<file path="src/rtl/ssstat_pkg.sv">
// ----------------------------------------------------------------------------
// ssstat_pkg
// widths, step counts and controller/datapath bundles for the statistics block
// ----------------------------------------------------------------------------
package ssstat_pkg;

  localparam int SAMPLE_BITS = 16;
  localparam int COUNT_BITS  = 24;
  localparam int FIELD_BITS  = 16;
  localparam int SUM_BITS    = 40;
  localparam int SQ_BITS     = 55;

  // restoring divider runs one quotient bit per step over the widest dividend
  localparam int DIV_STEPS   = SQ_BITS;
  // root unit retires one root bit per step, two radicand bits at a time
  localparam int ROOT_STEPS  = (SQ_BITS + 1) / 2;
  localparam int RAD_BITS    = 2 * ROOT_STEPS;
  localparam int ROOT_BITS   = ROOT_STEPS;
  localparam int REM_BITS    = ROOT_BITS + 2;
  localparam int STEP_BITS   = $clog2(DIV_STEPS);
  localparam int Q_BITS      = SAMPLE_BITS + 1;

  typedef struct packed {
    logic acc_en;
    logic div_load;
    logic div_step;
    logic mul_en;
    logic root_load;
    logic root_step;
    logic out_load;
    logic clear;
  } cmd_t;

  typedef struct packed {
    logic out_busy;
  } sts_t;

endpackage

</file>
<file path="src/rtl/ssstat_if.sv">
// ----------------------------------------------------------------------------
// ssstat stream interfaces
// valid/ready channels for samples in and statistics out
// ----------------------------------------------------------------------------
interface ssstat_in_if;
  logic                                   valid;
  logic                                   ready;
  logic signed [ssstat_pkg::SAMPLE_BITS-1:0] sample;
  logic                                   sample_present;
  logic                                   last;

  modport source (output valid, output sample, output sample_present, output last,
                  input ready);
  modport sink   (input valid, input sample, input sample_present, input last,
                  output ready);
endinterface

interface ssstat_out_if;
  logic                                     valid;
  logic                                     ready;
  logic        [ssstat_pkg::COUNT_BITS-1:0] count;
  logic signed [ssstat_pkg::FIELD_BITS-1:0] mean;
  logic        [ssstat_pkg::FIELD_BITS-1:0] deviation;
  logic signed [ssstat_pkg::FIELD_BITS-1:0] maximum;
  logic signed [ssstat_pkg::FIELD_BITS-1:0] minimum;
  logic                                     overflow;

  modport source (output valid, output count, output mean, output deviation,
                  output maximum, output minimum, output overflow, input ready);
  modport sink   (input valid, input count, input mean, input deviation,
                  input maximum, input minimum, input overflow, output ready);
endinterface

</file>
<file path="src/rtl/ssstat_ctrl.sv">
// ----------------------------------------------------------------------------
// ssstat_ctrl
// sequencer: accumulate, divide, square, root, then hand the result over
// ----------------------------------------------------------------------------
module ssstat_ctrl (
  input  logic               clk_i,
  input  logic               rst_ni,
  input  logic               in_valid_i,
  input  logic               in_last_i,
  input  ssstat_pkg::sts_t   sts_i,
  output logic               in_ready_o,
  output ssstat_pkg::cmd_t   cmd_o
);

  localparam logic [2:0] StIdle  = 3'd0;
  localparam logic [2:0] StDload = 3'd1;
  localparam logic [2:0] StDiv   = 3'd2;
  localparam logic [2:0] StMul   = 3'd3;
  localparam logic [2:0] StRload = 3'd4;
  localparam logic [2:0] StRoot  = 3'd5;
  localparam logic [2:0] StDone  = 3'd6;

  localparam int SB = ssstat_pkg::STEP_BITS;

  logic [2:0]    state_q, state_d;
  logic [SB-1:0] cnt_q, cnt_d;
  logic          accept;

  assign in_ready_o = (state_q == StIdle);
  assign accept     = in_valid_i & in_ready_o;

  always_comb begin
    state_d = state_q;
    cnt_d   = cnt_q;
    cmd_o   = '0;
    cmd_o.acc_en = accept;
    case (state_q)
      StIdle: begin
        if (accept && in_last_i) state_d = StDload;
      end
      StDload: begin
        cmd_o.div_load = 1'b1;
        cnt_d   = SB'(ssstat_pkg::DIV_STEPS - 1);
        state_d = StDiv;
      end
      StDiv: begin
        cmd_o.div_step = 1'b1;
        if (cnt_q == '0) state_d = StMul;
        else cnt_d = cnt_q - SB'(1);
      end
      StMul: begin
        cmd_o.mul_en = 1'b1;
        state_d = StRload;
      end
      StRload: begin
        cmd_o.root_load = 1'b1;
        cnt_d   = SB'(ssstat_pkg::ROOT_STEPS - 1);
        state_d = StRoot;
      end
      StRoot: begin
        cmd_o.root_step = 1'b1;
        if (cnt_q == '0) state_d = StDone;
        else cnt_d = cnt_q - SB'(1);
      end
      StDone: begin
        // wait for the output register to free up
        if (!sts_i.out_busy) begin
          cmd_o.out_load = 1'b1;
          cmd_o.clear    = 1'b1;
          state_d = StIdle;
        end
      end
      default: begin
        state_d = StIdle;
      end
    endcase
  end

  always_ff @(posedge clk_i or negedge rst_ni) begin
    if (!rst_ni) begin
      state_q <= StIdle;
      cnt_q   <= '0;
    end else begin
      state_q <= state_d;
      cnt_q   <= cnt_d;
    end
  end

endmodule

</file>
<file path="src/rtl/ssstat_dp.sv">
// ----------------------------------------------------------------------------
// ssstat_dp
// accumulators, bit-serial divider pair, squarer, bit-serial root, output reg
// ----------------------------------------------------------------------------
module ssstat_dp (
  input  logic                                     clk_i,
  input  logic                                     rst_ni,
  input  ssstat_pkg::cmd_t                         cmd_i,
  output ssstat_pkg::sts_t                         sts_o,
  input  logic signed [ssstat_pkg::SAMPLE_BITS-1:0] sample_i,
  input  logic                                     sample_present_i,
  output logic                                     out_valid_o,
  input  logic                                     out_ready_i,
  output logic        [ssstat_pkg::COUNT_BITS-1:0] count_o,
  output logic signed [ssstat_pkg::FIELD_BITS-1:0] mean_o,
  output logic        [ssstat_pkg::FIELD_BITS-1:0] deviation_o,
  output logic signed [ssstat_pkg::FIELD_BITS-1:0] maximum_o,
  output logic signed [ssstat_pkg::FIELD_BITS-1:0] minimum_o,
  output logic                                     overflow_o
);

  localparam int SB  = ssstat_pkg::SAMPLE_BITS;
  localparam int CB  = ssstat_pkg::COUNT_BITS;
  localparam int FB  = ssstat_pkg::FIELD_BITS;
  localparam int UB  = ssstat_pkg::SUM_BITS;
  localparam int QB  = ssstat_pkg::SQ_BITS;
  localparam int NB  = ssstat_pkg::Q_BITS;
  localparam int RDB = ssstat_pkg::RAD_BITS;
  localparam int RTB = ssstat_pkg::ROOT_BITS;
  localparam int RMB = ssstat_pkg::REM_BITS;

  // set accumulators
  logic [CB-1:0]        cnt_q;
  logic [UB-1:0]        sum_q;
  logic [QB-1:0]        sq_q;
  logic signed [SB-1:0] max_q, min_q;
  logic                 drop_q;

  // divider pair: sumsq / n and |sum| / n share the divisor and the steps
  logic [QB-1:0]        da_x_q, dm_x_q;
  logic [CB-1:0]        da_r_q, dm_r_q;
  logic                 neg_q;
  logic [2*NB-1:0]      msq_q;

  // root unit
  logic [RDB-1:0]       rt_x_q;
  logic [RTB-1:0]       rt_y_q;
  logic [RMB-1:0]       rt_r_q;

  // output register
  logic                 ov_q;
  logic [CB-1:0]        o_cnt_q;
  logic [FB-1:0]        o_mean_q, o_dev_q, o_max_q, o_min_q;
  logic                 o_ovf_q;

  logic                  full;
  logic signed [2*SB-1:0] s_sq;
  logic [UB-1:0]         mag;
  logic [CB:0]           da_sh, dm_sh;
  logic                  da_ge, dm_ge;
  logic [QB-1:0]         msq_ext, rad;
  logic [RMB+1:0]        rt_sh, rt_trial;
  logic                  rt_ge;
  logic [FB-1:0]         q_low, dev_sat;
  logic                  empty;

  assign full  = (cnt_q == {CB{1'b1}});
  assign s_sq  = sample_i * sample_i;
  assign mag   = sum_q[UB-1] ? (~sum_q + UB'(1)) : sum_q;

  assign da_sh = {da_r_q, da_x_q[QB-1]};
  assign dm_sh = {dm_r_q, dm_x_q[QB-1]};
  assign da_ge = (da_sh >= {1'b0, cnt_q});
  assign dm_ge = (dm_sh >= {1'b0, cnt_q});

  assign msq_ext = {{(QB - 2*NB){1'b0}}, msq_q};
  assign rad     = (da_x_q > msq_ext) ? (da_x_q - msq_ext) : '0;

  assign rt_sh    = {rt_r_q, rt_x_q[RDB-1 -: 2]};
  assign rt_trial = {2'b00, rt_y_q, 2'b01};
  assign rt_ge    = (rt_sh >= rt_trial);

  assign q_low   = dm_x_q[FB-1:0];
  assign dev_sat = (rt_y_q[RTB-1:FB] != '0) ? {FB{1'b1}} : rt_y_q[FB-1:0];
  assign empty   = (cnt_q == '0);

  // accumulation and set clear
  always_ff @(posedge clk_i or negedge rst_ni) begin
    if (!rst_ni) begin
      cnt_q  <= '0;
      sum_q  <= '0;
      sq_q   <= '0;
      max_q  <= '0;
      min_q  <= '0;
      drop_q <= 1'b0;
    end else if (cmd_i.clear) begin
      cnt_q  <= '0;
      sum_q  <= '0;
      sq_q   <= '0;
      max_q  <= '0;
      min_q  <= '0;
      drop_q <= 1'b0;
    end else if (cmd_i.acc_en && sample_present_i) begin
      if (full) begin
        drop_q <= 1'b1;
      end else begin
        if (empty || sample_i > max_q) max_q <= sample_i;
        if (empty || sample_i < min_q) min_q <= sample_i;
        cnt_q <= cnt_q + CB'(1);
        sum_q <= sum_q + {{(UB - SB){sample_i[SB-1]}}, sample_i};
        sq_q  <= sq_q + {{(QB - 2*SB){1'b0}}, s_sq};
      end
    end
  end

  // divide, square, root
  always_ff @(posedge clk_i) begin
    if (cmd_i.div_load) begin
      da_x_q <= sq_q;
      dm_x_q <= {{(QB - UB){1'b0}}, mag};
      da_r_q <= '0;
      dm_r_q <= '0;
      neg_q  <= sum_q[UB-1];
    end else if (cmd_i.div_step) begin
      da_r_q <= da_ge ? CB'(da_sh - {1'b0, cnt_q}) : da_sh[CB-1:0];
      dm_r_q <= dm_ge ? CB'(dm_sh - {1'b0, cnt_q}) : dm_sh[CB-1:0];
      da_x_q <= {da_x_q[QB-2:0], da_ge};
      dm_x_q <= {dm_x_q[QB-2:0], dm_ge};
    end
    if (cmd_i.mul_en) begin
      msq_q <= dm_x_q[NB-1:0] * dm_x_q[NB-1:0];
    end
    if (cmd_i.root_load) begin
      rt_x_q <= {{(RDB - QB){1'b0}}, rad};
      rt_y_q <= '0;
      rt_r_q <= '0;
    end else if (cmd_i.root_step) begin
      rt_x_q <= {rt_x_q[RDB-3:0], 2'b00};
      rt_r_q <= rt_ge ? RMB'(rt_sh - rt_trial) : rt_sh[RMB-1:0];
      rt_y_q <= {rt_y_q[RTB-2:0], rt_ge};
    end
  end

  // result register, freed by an output transfer
  always_ff @(posedge clk_i or negedge rst_ni) begin
    if (!rst_ni) begin
      ov_q <= 1'b0;
    end else if (cmd_i.out_load) begin
      ov_q <= 1'b1;
    end else if (out_ready_i) begin
      ov_q <= 1'b0;
    end
  end

  always_ff @(posedge clk_i) begin
    if (cmd_i.out_load) begin
      o_cnt_q  <= cnt_q;
      o_mean_q <= empty ? '0 : (neg_q ? (~q_low + FB'(1)) : q_low);
      o_dev_q  <= empty ? '0 : dev_sat;
      o_max_q  <= empty ? '0 : max_q;
      o_min_q  <= empty ? '0 : min_q;
      o_ovf_q  <= drop_q;
    end
  end

  assign sts_o.out_busy = ov_q & ~out_ready_i;
  assign out_valid_o    = ov_q;
  assign count_o        = o_cnt_q;
  assign mean_o         = o_mean_q;
  assign deviation_o    = o_dev_q;
  assign maximum_o      = o_max_q;
  assign minimum_o      = o_min_q;
  assign overflow_o     = o_ovf_q;

endmodule

</file>
<file path="src/rtl/sample_set_statistics_top.sv">
// ----------------------------------------------------------------------------
// sample_set_statistics_top
// input: transfers without last are absorbed at one transfer per cycle while idle
// closing: a closing (last) transfer starts the compute phase; no input is taken
//   until the result is loaded: 55-step restoring divider plus 28-step root unit
// next input: taken once the result is loaded, which is later while
//   the previous result still waits for its output transfer
// reset: rst_ni clears the running set and the output valid at once
// ----------------------------------------------------------------------------
module sample_set_statistics_top (
  input  logic           clk_i,
  input  logic           rst_ni,
  ssstat_in_if.sink      in_i,
  ssstat_out_if.source   out_o
);

  ssstat_pkg::cmd_t cmd;
  ssstat_pkg::sts_t sts;
  logic             in_ready;

  ssstat_ctrl u_ctrl (
    .clk_i      (clk_i),
    .rst_ni     (rst_ni),
    .in_valid_i (in_i.valid),
    .in_last_i  (in_i.last),
    .sts_i      (sts),
    .in_ready_o (in_ready),
    .cmd_o      (cmd)
  );

  ssstat_dp u_dp (
    .clk_i            (clk_i),
    .rst_ni           (rst_ni),
    .cmd_i            (cmd),
    .sts_o            (sts),
    .sample_i         (in_i.sample),
    .sample_present_i (in_i.sample_present),
    .out_valid_o      (out_o.valid),
    .out_ready_i      (out_o.ready),
    .count_o          (out_o.count),
    .mean_o           (out_o.mean),
    .deviation_o      (out_o.deviation),
    .maximum_o        (out_o.maximum),
    .minimum_o        (out_o.minimum),
    .overflow_o       (out_o.overflow)
  );

  assign in_i.ready = in_ready;

endmodule

</file>
<file path="src/flat_wrapper.sv">
// flat-port wrapper written by rule: the top's interface ports become plain ports
module sample_set_statistics_top_flat 
  (clk_i, rst_ni, in_i_valid, in_i_sample, in_i_sample_present, in_i_last, in_i_ready, out_o_valid, out_o_count, out_o_mean, out_o_deviation, out_o_maximum, out_o_minimum, out_o_overflow, out_o_ready);
  ssstat_in_if in_i_i ();
  ssstat_out_if out_o_i ();
  input  logic clk_i;
  input  logic rst_ni;
  input wire logic [$bits(in_i_i.valid)-1:0] in_i_valid;
  input wire logic [$bits(in_i_i.sample)-1:0] in_i_sample;
  input wire logic [$bits(in_i_i.sample_present)-1:0] in_i_sample_present;
  input wire logic [$bits(in_i_i.last)-1:0] in_i_last;
  output wire logic [$bits(in_i_i.ready)-1:0] in_i_ready;
  output wire logic [$bits(out_o_i.valid)-1:0] out_o_valid;
  output wire logic [$bits(out_o_i.count)-1:0] out_o_count;
  output wire logic [$bits(out_o_i.mean)-1:0] out_o_mean;
  output wire logic [$bits(out_o_i.deviation)-1:0] out_o_deviation;
  output wire logic [$bits(out_o_i.maximum)-1:0] out_o_maximum;
  output wire logic [$bits(out_o_i.minimum)-1:0] out_o_minimum;
  output wire logic [$bits(out_o_i.overflow)-1:0] out_o_overflow;
  input wire logic [$bits(out_o_i.ready)-1:0] out_o_ready;
  assign in_i_i.valid = in_i_valid;
  assign in_i_i.sample = in_i_sample;
  assign in_i_i.sample_present = in_i_sample_present;
  assign in_i_i.last = in_i_last;
  assign in_i_ready = in_i_i.ready;
  assign out_o_valid = out_o_i.valid;
  assign out_o_count = out_o_i.count;
  assign out_o_mean = out_o_i.mean;
  assign out_o_deviation = out_o_i.deviation;
  assign out_o_maximum = out_o_i.maximum;
  assign out_o_minimum = out_o_i.minimum;
  assign out_o_overflow = out_o_i.overflow;
  assign out_o_i.ready = out_o_ready;
  sample_set_statistics_top u_core (.clk_i(clk_i), .rst_ni(rst_ni), .in_i(in_i_i), .out_o(out_o_i));
endmodule
</file>
<file path="config.mk">
export PLATFORM = sky130hd
export DESIGN_NAME = sample_set_statistics_top_flat
export DESIGN_NICKNAME = d
export VERILOG_FILES = /design/src/rtl/ssstat_pkg.sv /design/src/rtl/ssstat_if.sv /design/src/rtl/ssstat_ctrl.sv /design/src/rtl/ssstat_dp.sv /design/src/rtl/sample_set_statistics_top.sv /design/src/flat_wrapper.sv
export SDC_FILE = /design/constraint.sdc
export NUM_CORES = 2
export LEC_CHECK = 0
export BUFFER_PORTS_ARGS = -buffer_cell sky130_fd_sc_hd__buf_2
export CAP_MARGIN = 20
export CELL_PAD_IN_SITES_DETAIL_PLACEMENT = 0
export CELL_PAD_IN_SITES_GLOBAL_PLACEMENT = 1
export CORE_ASPECT_RATIO = 0.5
export CORE_MARGIN = 5
export CORE_UTILIZATION = 45
export DETAILED_ROUTE_END_ITERATION = 8
export GPL_TIMING_DRIVEN = 0
export PLACE_DENSITY = 0.81
export SYNTH_ARGS = -nofsm -noshare
export SYNTH_HDL_FRONTEND = slang
export SYNTH_SLANG_ARGS = --single-unit
</file>
<file path="constraint.sdc">
create_clock -name clk_i -period 13.8 [get_ports clk_i]
set_clock_uncertainty 0.1 [all_clocks]
set_input_delay 2.07 -clock clk_i [delete_from_list [all_inputs] [get_ports clk_i]]
set_output_delay 2.07 -clock clk_i [all_outputs]
set_load 0.01 [all_outputs]
</file>
==> results.txt <==
The Yosys step of the flow raised 0 warnings. The tools report the smallest setup slack after layout as 1870 ps. The run finished with clean final reports. The run gives 5 as the total iterations of the first detailed-routing run. The tools report the global placer's final weighted congestion as 0.912.

Headroom to the max-slew limit came out at 25.7%. The synthesized design contains 557 register bits. The tools report the wire length of the first global-routing pass as 220000 µm. The final wirelength was 142000 µm. Counting both buffers and inverters, the worst setup path holds a total of 9.

The number of antenna violations at the first check in global routing is 6. Most common library cell in the layout ignoring fill and taps: sky130_fd_sc_hd__inv_1. The hold violation count in the final report was 0.

The run gives 57 as the number of clock buffers inserted by TritonCTS. For this configuration, the core starts out at a cell density of 45.4%. For the worst setup path, the data arrival time is 12410 ps. For this run, the register share of the synthesized area comes to 29.4%. The data required time of the critical path came out at 14280 ps. Sum of overflow across all layers after global routing: 0. The achievable clock frequency was 83.8 MHz; the via count of the first global-routing pass was 39500. Port buffering added 112 buffers. The type of destination of the critical path was a flip-flop. Standard cell core area: 110000 µm².

For met3 alone, demand over resource in global routing was 5.05%. Top-area cell type share of the netlist area: 17.3%. For the quantity of gates resized following cts, the log shows 0. The slew at the pin closest to its max-slew limit was 1110 ps; the number of violations reported at the end of detailed-routing iteration 0 was 3257. Sorting the synthesized cells by area gives the leading types as sky130_fd_sc_hd__fa_1 (17%), sky130_fd_sc_hd__edfxtp_1 (16%), sky130_fd_sc_hd__ha_1 (10%). The run gives 6462 as the net count reported at finish. CTS built an H-tree with a depth of 2.

Using the TritonRoute via totals, the vias-per-cell ratio works out to 5.56. The tools report the critical path startpoint category as an input pin. Cells with a size suffix above 1 make up 5.12% of the layout. The overall track demand over capacity in global routing came out at 23.7%.

For the post-synthesis net count, the log shows 6282. The tool flagged a number of max-cap violations equal to 0. The biggest area contributor in the post-synthesis netlist is sky130_fd_sc_hd__fa_1.

The clock latency of the later-clocked register in the worst-skew pair came out at 660 ps. The synthesized netlist occupies a cell area of 50000 µm². For this run, global-route usage on met2 was measured as 37.3%. Setup violations remaining at the end of the flow were counted as 0. From synthesis to final layout, the design area changed by 9.28%. The path type of the worst setup path is in -> reg.

The logs give 0 ps for the total negative slack and 32.8% for the met1 demand-to-capacity share in global routing. The die area is 118000 µm². The slowest stage of the critical path belongs to the cell sky130_fd_sc_hd__buf_2.

The netlist uses 88 different library cells. The tools report the master cell of the clock root buffer as sky130_fd_sc_hd__clkbuf_16. The floorplan step set the die height to 246 µm.

The tools report the number of top-level pins as 113. The remaining design rule violation count is 0. CTS saw 557 sinks.

The top cell types in the final layout, fill and taps aside, are sky130_fd_sc_hd__inv_1 (797), sky130_fd_sc_hd__nand2_1 (581), sky130_fd_sc_hd__fa_1 (433), sky130_fd_sc_hd__ha_1 (416), sky130_fd_sc_hd__nor2_1 (328). In the synthesized netlist the dominant register cell turns out to be sky130_fd_sc_hd__edfxtp_1. The family with the most delay on the worst path was adder cells.

The final critical-path required period is 11930 ps, and the post-synthesis cell count is 5411. The average instance in the mapped netlist occupies 9.24 µm². For the number of buffers inserted to repair setup after CTS, the log shows 0. In this run the deepest clock path goes through 3 buffers. The share of flip-flops with an asynchronous set or reset is 29.1%, and the number of placement rows is 86. In this run the remaining antenna-violating nets after routing total 0.

For this block, the via count after detailed routing is 39700. In the finished design, the share of the clock period the worst path needs comes to 86.4%. Entering global routing, the biggest net connects 83 pins. Most crowded layer after global routing: met2.

The number of enable flip-flop cells after synthesis works out to 273. The worst min-delay path class is reg -> reg. The max-slew violation total from the final report was 0. Dividing the detail-routed wire length by the instance count gives 19.8 µm. For this design, the CTS-stage hold fixing added 0 buffers. The horizontal extent of the die was 481 µm. TritonCTS built the clock tree. In this run the worst path has a maximum fanout of 34. In this design, the stage delay of the slowest critical-path cell is 650 ps.

Setup repair after global routing left no endpoint under its margin. At the placement stage, the worst setup path has a slack of 1300 ps. The wire-length estimate of the detail-placed layout is 112000 µm.

Clock-pin slew was measured on the worst setup and hold paths at 70 ps.
[state kept, by name (all words and copies together) (netlist names), 3 cells and up]
register                 cells
u_core.u_dp.rt_x_q          56
u_core.u_dp.da_x_q          55
u_core.u_dp.dm_x_q          55
u_core.u_dp.sq_q            55
u_core.u_dp.sum_q           40
u_core.u_dp.msq_q           33
u_core.u_dp.rt_r_q          30
u_core.u_dp.rt_y_q          28
u_core.u_dp.cnt_q           24
u_core.u_dp.count_o         24
u_core.u_dp.da_r_q          24
u_core.u_dp.dm_r_q          24
u_core.u_dp.deviation_o     16
u_core.u_dp.max_q           16
u_core.u_dp.maximum_o       16
u_core.u_dp.mean_o          16
u_core.u_dp.min_q           16
u_core.u_dp.minimum_o       16
u_core.u_ctrl.cnt_q          6
u_core.u_ctrl.state_q        3
[kinds of logic (layout without fill, tap and decap cells)]
kind of cell	count (synthesis)	count (layout)	share of synthesized area (%)
DFF	557	557	29.4
buffers and inverters	1008	1237	7.57
xor gates and xnor gates	320	320	5.60
other	0	2	0
adders and majority gates	849	849	27.7
and+or+nand+nor	1547	1547	14.6
muxes	68	68	1.39
AOI/OAI and AO/OA	1062	1062	13.7
[per-stage QoR]
stage | hold WS [ps] | cell area (µm²) | cells | utilization (%)
6_report | 379 | 54700 | 7138 | 49.6
5_1_grt | 390 | 54600 | 7136 | 49.6
4_1_cts | 375 | 54600 | 7136 | 49.6
3_5_place_dp | 361 | 52600 | 7028 | 47.8
3_3_place_gp | 344 | 52400 | 7019 | 47.6
2_1_floorplan | 323 | 50000 | 5411 | -
[cells in the mapped netlist (45+ instances only)]
library cell / n
sky130_fd_sc_hd__clkbuf_1: 192
sky130_fd_sc_hd__a21oi_1: 223
sky130_fd_sc_hd__dfrtp_1: 162
sky130_fd_sc_hd__xor2_1: 142
sky130_fd_sc_hd__a21o_1: 121
sky130_fd_sc_hd__a22o_1: 64
sky130_fd_sc_hd__dfxtp_1: 122
sky130_fd_sc_hd__edfxtp_1: 273
sky130_fd_sc_hd__nor2_1: 328
sky130_fd_sc_hd__nand2b_1: 45
sky130_fd_sc_hd__mux2i_1: 58
sky130_fd_sc_hd__inv_1: 798
sky130_fd_sc_hd__o21ai_0: 309
sky130_fd_sc_hd__nand3_1: 172
sky130_fd_sc_hd__nor3_1: 57
sky130_fd_sc_hd__and2_1: 110
sky130_fd_sc_hd__fa_1: 433
sky130_fd_sc_hd__nand2_1: 581
sky130_fd_sc_hd__xnor2_1: 178
sky130_fd_sc_hd__ha_1: 416
[cell type report]
cell class | instances | area, µm²
well taps | 1496 | 1870
inverters | 801 | 3010
flip-flops and latches | 557 | 14700
fillers | 10300 | 55500
diodes | 2 | 5.00
repair buffers | 121 | 737
clock inverters | 43 | 463
plain buffers | 207 | 788
clock buffers | 65 | 1540
multi-input cells | 3846 | 31500
[worst paths after layout]
kind                                        start                endpoint  slack [ps]  depth (start not counted)
hold / removal             u_core.u_dp.dm_x_q[40]  u_core.u_dp.dm_x_q[40]         380                          1
setup reg to reg           u_core.u_dp.dm_x_q[10]   u_core.u_dp.msq_q[33]        5050                         23
hold reg to reg            u_core.u_dp.dm_x_q[40]  u_core.u_dp.dm_x_q[40]         380                          1
max in group asynchronous                  rst_ni   u_core.u_dp.cnt_q[16]       11380                          2
setup / recovery                  in_i_sample[15]    u_core.u_dp.sq_q[54]        1870                         30
min in group asynchronous                  rst_ni    u_core.u_dp.min_q[9]        1330                          1
[per-layer routing]
metal | up-vias | wire, µm
li1 | 18600 | -
met1 | 19500 | 63600
met2 | 1309 | 62400
met3 | 264 | 10800
met4 | 2 | 4690
met5 | - | 20
Power is left out: the tool's default activity adds up to more than one toggle a clock period on the data nets, which glitch-free logic cannot reach.
